<file path="src/design/tcri_pkg.sv">
`timescale 1ns / 1ps
`default_nettype none

package tcri_pkg;

	// timecode field widths
	localparam int unsigned HoursW   = 5;
	localparam int unsigned MinutesW = 6;
	localparam int unsigned SecondsW = 6;
	localparam int unsigned FramesW  = 5;

	// run word widths
	localparam int unsigned PosW    = 22;
	localparam int unsigned LenW    = 32;
	localparam int unsigned RunNumW = 32;
	localparam int unsigned ActionW = 2;

	// 25 fps timecode arithmetic
	localparam int unsigned Fps         = 25;
	localparam int unsigned Sixty       = 60;
	localparam int unsigned SecFrames   = Fps;
	localparam int unsigned MinFrames   = Sixty * SecFrames;
	localparam int unsigned HourFrames  = Sixty * MinFrames;

	// action codes
	localparam logic [ActionW-1:0] ActNew    = 2'd0;
	localparam logic [ActionW-1:0] ActInc    = 2'd1;
	localparam logic [ActionW-1:0] ActFrozen = 2'd2;

	// one reported run
	typedef struct packed {
		logic [ActionW-1:0] action;
		logic [RunNumW-1:0] run_number;
		logic [PosW-1:0]    run_start;
		logic [LenW-1:0]    run_length;
		logic               run_frozen;
		logic               saturated;
	} run_word_t;

endpackage

`default_nettype wire

</file>
<file path="src/design/tcri_pos.sv">
`timescale 1ns / 1ps
`default_nettype none

module tcri_pos (
	input  wire logic                            clk,
	input  wire logic                            arst_n,
	input  wire logic                            tc_valid,
	output logic                                 tc_stall,
	input  wire logic [tcri_pkg::HoursW-1:0]     hours,
	input  wire logic [tcri_pkg::MinutesW-1:0]   minutes,
	input  wire logic [tcri_pkg::SecondsW-1:0]   seconds,
	input  wire logic [tcri_pkg::FramesW-1:0]    frames,
	output logic                                 pos_valid,
	input  wire logic                            pos_stall,
	output logic [tcri_pkg::PosW-1:0]            pos
);

	logic                            valid_s1;
	logic [tcri_pkg::HoursW-1:0]     hours_s1;
	logic [tcri_pkg::MinutesW-1:0]   minutes_s1;
	logic [tcri_pkg::SecondsW-1:0]   seconds_s1;
	logic [tcri_pkg::FramesW-1:0]    frames_s1;
	logic                            valid_s2;
	logic [tcri_pkg::PosW-1:0]       pos_s2;
	logic                            adv_s2;
	logic                            take_s1;
	logic [tcri_pkg::PosW-1:0]       count;

	// stage handshake, bubbles collapse
	assign adv_s2   = valid_s1 && (!valid_s2 || !pos_stall);
	assign tc_stall = valid_s1 && !adv_s2;
	assign take_s1  = tc_valid && !tc_stall;

	// frame count from timecode fields
	assign count = tcri_pkg::PosW'(hours_s1)   * tcri_pkg::PosW'(tcri_pkg::HourFrames)
	             + tcri_pkg::PosW'(minutes_s1) * tcri_pkg::PosW'(tcri_pkg::MinFrames)
	             + tcri_pkg::PosW'(seconds_s1) * tcri_pkg::PosW'(tcri_pkg::SecFrames)
	             + tcri_pkg::PosW'(frames_s1);

	// valid bits
	always_ff @(posedge clk or negedge arst_n) begin
		if (!arst_n) begin
			valid_s1 <= 1'b0;
			valid_s2 <= 1'b0;
		end else begin
			if (take_s1 || adv_s2) begin
				valid_s1 <= take_s1;
			end
			if (adv_s2 || !pos_stall) begin
				valid_s2 <= adv_s2;
			end
		end
	end

	// payload registers
	always_ff @(posedge clk) begin
		if (take_s1) begin
			hours_s1   <= hours;
			minutes_s1 <= minutes;
			seconds_s1 <= seconds;
			frames_s1  <= frames;
		end
		if (adv_s2) begin
			pos_s2 <= count;
		end
	end

	assign pos_valid = valid_s2;
	assign pos       = pos_s2;

endmodule

`default_nettype wire

</file>
<file path="src/design/tcri_run.sv">
`timescale 1ns / 1ps
`default_nettype none

module tcri_run (
	input  wire logic                        clk,
	input  wire logic                        arst_n,
	input  wire logic                        pos_valid,
	output logic                             pos_stall,
	input  wire logic [tcri_pkg::PosW-1:0]   pos,
	output logic                             run_valid,
	input  wire logic                        run_stall,
	output tcri_pkg::run_word_t              word
);

	localparam logic [tcri_pkg::LenW-1:0]    LenMax = '1;
	localparam logic [tcri_pkg::RunNumW-1:0] NumMax = '1;

	logic                            have_run_q;
	logic [tcri_pkg::PosW-1:0]       start_q;
	logic [tcri_pkg::LenW-1:0]       length_q;
	logic                            frozen_q;
	logic [tcri_pkg::RunNumW-1:0]    counter_q;
	logic                            out_valid_q;
	tcri_pkg::run_word_t             out_q;

	logic                            take;
	logic                            hit_inc;
	logic                            hit_frozen;
	logic [tcri_pkg::LenW-1:0]       len_grown;
	logic [tcri_pkg::RunNumW-1:0]    num_next;
	tcri_pkg::run_word_t             nxt;

	assign pos_stall = out_valid_q && run_stall;
	assign take      = pos_valid && !pos_stall;

	// run match tests
	assign hit_inc    = have_run_q
	                  && (({1'b0, tcri_pkg::LenW'(start_q)} + {1'b0, length_q})
	                      == {1'b0, tcri_pkg::LenW'(pos)});
	assign hit_frozen = have_run_q && (start_q == pos)
	                  && (frozen_q || (length_q == tcri_pkg::LenW'(1)));
	assign len_grown  = (length_q == LenMax) ? LenMax : length_q + 1'b1;

	// run number for a new run
	always_comb begin
		if (!have_run_q) begin
			num_next = '0;
		end else if (counter_q == NumMax) begin
			num_next = NumMax;
		end else begin
			num_next = counter_q + 1'b1;
		end
	end

	// next run word
	always_comb begin
		if (hit_inc) begin
			nxt.action     = tcri_pkg::ActInc;
			nxt.run_number = counter_q;
			nxt.run_start  = start_q;
			nxt.run_length = len_grown;
			nxt.run_frozen = frozen_q;
		end else if (hit_frozen) begin
			nxt.action     = tcri_pkg::ActFrozen;
			nxt.run_number = counter_q;
			nxt.run_start  = start_q;
			nxt.run_length = len_grown;
			nxt.run_frozen = 1'b1;
		end else begin
			nxt.action     = tcri_pkg::ActNew;
			nxt.run_number = num_next;
			nxt.run_start  = pos;
			nxt.run_length = tcri_pkg::LenW'(1);
			nxt.run_frozen = 1'b0;
		end
		nxt.saturated = (nxt.run_length == LenMax) || (nxt.run_number == NumMax);
	end

	// run state and output valid
	always_ff @(posedge clk or negedge arst_n) begin
		if (!arst_n) begin
			have_run_q  <= 1'b0;
			start_q     <= '0;
			length_q    <= '0;
			frozen_q    <= 1'b0;
			counter_q   <= '0;
			out_valid_q <= 1'b0;
		end else begin
			if (take) begin
				have_run_q <= 1'b1;
				start_q    <= nxt.run_start;
				length_q   <= nxt.run_length;
				frozen_q   <= nxt.run_frozen;
				counter_q  <= nxt.run_number;
			end
			if (take || !run_stall) begin
				out_valid_q <= take;
			end
		end
	end

	// result register
	always_ff @(posedge clk) begin
		if (take) begin
			out_q <= nxt;
		end
	end

	assign run_valid = out_valid_q;
	assign word      = out_q;

endmodule

`default_nettype wire

</file>
<file path="src/design/timecode_run_index_builder_top.sv">
// a word taken on tc passes the input, frame count and result registers, then goes out on run
// throughput: one word per cycle unless stalled; the run state loop closes in the result stage
// the input and frame count stages collapse bubbles, so a word is taken while a result waits
// reset: arst_n clears all valid bits and the run state, so the first word starts run 0
`timescale 1ns / 1ps
`default_nettype none

module timecode_run_index_builder_top (
	input  wire logic                            clk,
	input  wire logic                            arst_n,
	input  wire logic                            tc_valid,
	output logic                                 tc_stall,
	input  wire logic [tcri_pkg::HoursW-1:0]     hours,
	input  wire logic [tcri_pkg::MinutesW-1:0]   minutes,
	input  wire logic [tcri_pkg::SecondsW-1:0]   seconds,
	input  wire logic [tcri_pkg::FramesW-1:0]    frames,
	output logic                                 run_valid,
	input  wire logic                            run_stall,
	output logic [tcri_pkg::ActionW-1:0]         action,
	output logic [tcri_pkg::RunNumW-1:0]         run_number,
	output logic [tcri_pkg::PosW-1:0]            run_start,
	output logic [tcri_pkg::LenW-1:0]            run_length,
	output logic                                 run_frozen,
	output logic                                 saturated
);

	logic                        pos_valid;
	logic                        pos_stall;
	logic [tcri_pkg::PosW-1:0]   pos;
	tcri_pkg::run_word_t         word;

	// timecode to frame count
	tcri_pos u_pos (
		.clk       (clk),
		.arst_n    (arst_n),
		.tc_valid  (tc_valid),
		.tc_stall  (tc_stall),
		.hours     (hours),
		.minutes   (minutes),
		.seconds   (seconds),
		.frames    (frames),
		.pos_valid (pos_valid),
		.pos_stall (pos_stall),
		.pos       (pos)
	);

	// run tracking and result register
	tcri_run u_run (
		.clk       (clk),
		.arst_n    (arst_n),
		.pos_valid (pos_valid),
		.pos_stall (pos_stall),
		.pos       (pos),
		.run_valid (run_valid),
		.run_stall (run_stall),
		.word      (word)
	);

	assign action     = word.action;
	assign run_number = word.run_number;
	assign run_start  = word.run_start;
	assign run_length = word.run_length;
	assign run_frozen = word.run_frozen;
	assign saturated  = word.saturated;

endmodule

`default_nettype wire

</file>
<file path="config.mk">
export PLATFORM = sky130hd
export DESIGN_NAME = timecode_run_index_builder_top
export DESIGN_NICKNAME = d
export VERILOG_FILES = /design/src/design/tcri_pkg.sv /design/src/design/tcri_pos.sv /design/src/design/tcri_run.sv /design/src/design/timecode_run_index_builder_top.sv
export SDC_FILE = /design/constraint.sdc
export NUM_CORES = 1
export LEC_CHECK = 0
export BUFFER_PORTS_ARGS = -buffer_cell sky130_fd_sc_hd__buf_2
export CAP_MARGIN = 20
export CORE_MARGIN = 5
export CORE_UTILIZATION = 45
export CTS_CLUSTER_SIZE = 12
export DETAILED_ROUTE_END_ITERATION = 10
export GPL_ROUTABILITY_DRIVEN = 0
export HOLD_SLACK_MARGIN = 0.15
export PLACE_DENSITY_LB_ADDON = 0.15
export SYNTH_ARGS = -nofsm -noshare
export SYNTH_HDL_FRONTEND = slang
export SYNTH_SLANG_ARGS = --single-unit
</file>
<file path="constraint.sdc">
create_clock -name clk -period 16.6 [get_ports clk]
set_clock_uncertainty 0.2 [all_clocks]
set_input_delay 3.32 -clock clk [delete_from_list [all_inputs] [get_ports clk]]
set_output_delay 3.32 -clock clk [all_outputs]
set_load 0.01 [all_outputs]
</file>
### After elaboration in Yosys (flattened, before gate mapping)

Index checks and enable logic that the tools add are counted.

* $add $sub $neg: 6
* multiply operators: 3
* equal/unequal tests: 7
* multiplexer cells: 5
* reduce and logical (&&, ||, !) cells: 19

Operator list (number)
* $eq 32x32->1 const B: 4
* $mux 32: 3
* $mux 89: 1
* $mux 87: 1
* $add 32x1->32 const B: 2
* $add 22x32->33: 1
* $eq 33x22->1: 1
* $eq 32x1->1 const B: 1
* $add 22x11->22: 1
* $add 22x17->22: 1
* $add 22x5->22: 1
* $eq 22x22->1: 1
* $mul 5x13->18 const B: 1
* $mul 6x9->15 const B: 1
* $mul 6x5->11 const B: 1
* $logic_and 1x1->1: 8
* $logic_or 1x1->1: 6
* $logic_not 1->1: 5

* register bits: 225
* input port bits: 26

### Longest topological paths before layout

* word-level depth: 9
* depth in mapped cells: 28
* gate-level depth less buffers: 28

### Hierarchy

Synthesis repeated with hierarchy kept, for this count alone.

* cells, all modules: 1850
* area, all modules: 16967.5 um2

Modules (own cells, without submodules)
* tcri_run: times used 1, cells each 1331, area an instance 11512.3 um2, seq. area each 4929.7 um2
* tcri_pos: times used 1, cells each 519, area an instance 5455.2 um2, seq. area each 1371.3 um2

### Least setup slack after synthesis

Ideal clock, no wire load.

* path kind: input -> register
* start point: in run_stall
* end point: reg u_run.out_q, in the netlist u_run.word[0] (enable)
* library setup time: 490 ps
* data arrival time: 6911 ps
* setup slack: 9000 ps
* stages: 6
* path through: nand2_1 nand2_1 inv_1 clkbuf_1 clkbuf_1 clkbuf_1

* word-level cells in the longest chain between the ends: 3

Ends and longest elaborated chain
* from (decl): line timecode_run_index_builder_top.sv:18 `input wire logic run_stall,`
* $logic_and 1x1->1: line tcri_run.sv:33 `assign pos_stall = out_valid_q && run_stall;`
* $logic_not 1->1: line tcri_run.sv:34 `assign take = pos_valid && !pos_stall;`
* $logic_and 1x1->1: line tcri_run.sv:34
* named net u_run.take: line tcri_run.sv:26 `logic take;`
* to (signal assigned): line tcri_run.sv:105 `out_q <= nxt;`
* to (decl): line tcri_run.sv:24 `tcri_pkg::run_word_t out_q;`

The timed path passes the listed nets, and every way through them passes these cells.
A chain may end at the register's enable or synchronous reset.

### Worst setup path after layout

* start point: in run_stall
* end point: out tc_stall

* word-level cells in the longest chain between the ends: 6

Ends and longest elaborated chain
* $logic_and 1x1->1: line tcri_run.sv:33
* $logic_not 1->1: line tcri_pos.sv:30 `assign adv_s2 = valid_s1 && (!valid_s2 || !pos_stall);`
* $logic_or 1x1->1: line tcri_pos.sv:30
* $logic_and 1x1->1: line tcri_pos.sv:30
* $logic_not 1->1: line tcri_pos.sv:31 `assign tc_stall = valid_s1 && !adv_s2;`
* $logic_and 1x1->1: line tcri_pos.sv:31
* to (decl): line timecode_run_index_builder_top.sv:12 `output logic tc_stall,`

No other way between the ends.

==> impl_metrics.csv <==
group,metric,value,unit
critical_path,worstPathRequired,13080,ps
detailed_routing,firstDrtPassIters,7,
sta,totalNegativeSetupSlack,0,ps
sta,min_period,7240,ps
critical_path,rr_worst_depth,22,
pwr,ir_worst_vdd,0.000169,V
clock_tree,cts_setup_buffers,0,
critical_path,reg2reg_slack,9760,ps
layout,fill_cells,3350,
placed_design,io_buffers,117,
critical_path,critPathCaptureType,"primary output",
yosys,yosys.area_share.simple,0.178,
critical_path,r2r_start,"u_pos.minutes_s1[3]",
die,die_area,0.0399,mm²
sta,setup_viol,0,
clock_tree,cts-root-buf,"clkbuf_16",
yosys,syn_inst,1719,
yosys,syn_nets,1926,
sta,slew_headroom,0.298,
detailed_routing,viasPerCell,5.59,
critical_path,startpoint,"run_stall",
detailed_routing,drt_iter0_markers,972,
worst_hold_path,hp-class,"reg -> reg",
layout,drive_gt1_frac,0.125,
yosys,synthAdderAreaFrac,0.161,
layout,final_cell_mix,"nand2_1, inv_1, ha_1, edfxtp_1, buf_2",
sta,hold_viol,0,
yosys,ys_seq_elements,225,
placed_design,place_area,0.0172,mm²
clock_tree,ctsHoldBuffers,0,
clock_tree,htreeDepth,1,
run_status,status,"finished clean",
layout,nets,2010,
sta,whs,286,ps
critical_path,arrival,3720,ps
critical_path,start_kind,"input port",
sta,worst_slack,9360,ps
global_routing,grt.overflow.total,0,
die,start_util,0.456,
global_routing,grt.total_usage,0.203,
layout,final_common_cell,"nand2_1",
clock_tree,clk_latency,560,ps
detailed_routing,post_drt_wl_per_cell,18.0,µm
yosys,ys_warn_count,0,
yosys,synth_compound_area_frac,0.128,
sta,grt_setup_unrepaired,"no",
critical_path,worstSetupPathType,"in -> out",
yosys,synthXorXnorAreaFrac,0.0610,
global_routing,antenna_found_initial,0,
global_routing,grt_pass1_wl,65400,µm
placed_design,hpwl,31200,µm
die,die_w,200,µm
detailed_routing,ant_nets,0,
placed_design,place_ws,9350,ps
sta,max_freq,0.138,GHz
die,die_h,200,µm
detailed_routing,routed_wl,41100,µm
sta,period_share,0.436,
sta,worst_pin_slew,1040,ps
yosys,ys.flop_type,"edfxtp_1",
yosys,avgSynthCellArea,9.43,µm²
die,rows,69,
sta,maxSlewViolCount,0,
layout,antenna_cells,0,
yosys,synth_edf_count,134,
pwr,power.leakage,7.99,nW
critical_path,reg2reg_to,"u_pos.pos[21]",
run,drv_cap,0,
clock_tree,cts_tree,"done",
detailed_routing,vias,12769,
global_routing,grt_max_degree,100,
clock_tree,cts_sinks,225,
detailed_routing,drc,0,
clock_tree,cts.path.max_buffers,3,
yosys,synthMuxAreaShare,0.0294,
global_routing,grt_pass1_vias,12106,
clock_tree,cts.repair.resized,0,
layout,finish.instance_area,0.0180,mm²
critical_path,endpoint,"tc_stall",
yosys,async_reset_ff_frac,0.404,
yosys,yosysUniqueCellTypes,80,
layout,syn_to_final_growth,10.9,%
critical_path,critPathMaxFanout,3,
yosys,syn_area,0.0162,mm²
pwr,p_per_area,173,mW/mm²
clock_tree,numCtsBuffers,26,
die,num_io_pins,118,
clock_tree,cts.reportedPaths.clkPinSlew,60,ps
yosys,synth_top_family_by_area,"simple AND/OR/NAND/NOR gates",
die,core-area,0.0356,mm²
yosys,ys_seq_area_frac,0.389,
==> cells by family after synthesis <==
group | count (synthesis)
flops | 225
compound gates | 326
buf+inv | 222
simple gates | 610
xor+xnor | 112
fa+ha+maj | 181
mux | 43
==> layout make-up <==
class,instances,area (µm²),area share
clock buffers,38,716,0.0398
clock inverters,10,115,0.00640
inverters,153,579,0.0322
multi-input cells,1272,9050,0.503
repair buffers,125,648,0.0360
well taps,461,577,0.0321
flip-flops and latches,225,6300,0.350
==> worst min-delay path by stage <==
stage | start | endpoint | slack (ps) | cells after the start
after CTS | u_pos.valid_s1 | u_pos.pos_valid | 300 | 1
after floorplan | u_pos.valid_s1 | u_pos.pos_valid | 250 | 1
after global placement | u_pos.valid_s1 | u_pos.pos_valid | 260 | 1
final | u_pos.valid_s1 | u_pos.pos_valid | 290 | 1
after detailed placement | u_pos.valid_s1 | u_pos.pos_valid | 280 | 1
after global routing | u_pos.valid_s1 | u_pos.pos_valid | 320 | 1
==> per-stage QoR <==
stage	total power (W)	std cells	utilization
6_report	0.00311	2284	0.506
5_1_grt	0.00340	2284	0.506
4_1_cts	0.00314	2284	0.506
3_5_place_dp	0.00255	2236	0.482
3_3_place_gp	0.00253	2236	0.482
2_1_floorplan	0.00216	1719	-
==> cells in the mapped netlist, types with 5 or more instances <==
| master | number | area share |
|---|---|---|
| nand2_1 | 265 | 0.061 |
| inv_1 | 153 | 0.035 |
| ha_1 | 135 | 0.10 |
| edfxtp_1 | 134 | 0.25 |
| nor2_1 | 107 | 0.025 |
| a21oi_1 | 99 | 0.031 |
| dfrtp_1 | 91 | 0.14 |
| o21ai_0 | 72 | 0.022 |
| xnor2_1 | 65 | 0.035 |
| clkbuf_1 | 49 | 0.011 |
| fa_1 | 46 | 0.057 |
| nand3_1 | 46 | 0.014 |
| xor2_1 | 46 | 0.025 |
| nand4_1 | 40 | 0.015 |
| mux2_2 | 37 | 0.026 |
| nor3_1 | 29 | 0.0089 |
| nor4_1 | 26 | 0.010 |
| a21o_1 | 25 | 0.012 |
| o31ai_1 | 25 | 0.012 |
| nor2b_1 | 13 | 0.0050 |
| o21a_1 | 13 | 0.0060 |
| o21ai_1 | 13 | 0.0040 |
| buf_2 | 12 | 0.0037 |
| and2_1 | 10 | 0.0039 |
| nand2b_1 | 10 | 0.0039 |
| or3_1 | 10 | 0.0039 |
| and3_1 | 9 | 0.0035 |
| or2_2 | 8 | 0.0031 |
| mux2i_1 | 6 | 0.0037 |
| o22ai_1 | 6 | 0.0023 |
| or4_1 | 6 | 0.0028 |
| a2111oi_0 | 5 | 0.0027 |
| a211oi_1 | 5 | 0.0023 |
| a21boi_0 | 5 | 0.0023 |
| a31oi_1 | 5 | 0.0019 |
| and4_1 | 5 | 0.0027 |
| o21bai_1 | 5 | 0.0023 |
==> layer usage <==
layer	up-vias	global-route usage	share of wire
met1	6126	0.281	0.45
met4	0	0.0503	0.022
li1	6229	-	-
met2	348	0.341	0.48
met3	66	0.0269	0.055
met5	-	0	0
==> power by group <==
part / total, W / internal [W] / switching, W
Clock: 0.000560 / 0.000330 / 0.000231
Sequential: 0.000881 / 0.000782 / 0.0000985
Combinational: 0.00167 / 0.000719 / 0.000947
==> flip-flops by register name (all words and copies together), names as in the netlist <==
name / count
u_pos.valid_s1: 1
u_pos.minutes_s1: 6
u_pos.frames_s1: 5
u_run.start_q: 22
u_run.length_q: 32
u_pos.seconds_s1: 6
u_run.word: 90
u_pos.pos_valid: 1
u_run.frozen_q: 1
u_pos.pos: 22
u_pos.hours_s1: 5
u_run.counter_q: 32
u_run.have_run_q: 1
u_run.run_valid: 1
==> worst max-delay path: stages <==
cell and delay (ps):
buf_2 90, nand4_1 110, inv_1 70, buf_2 120
(Power assumes the default switching activity.)
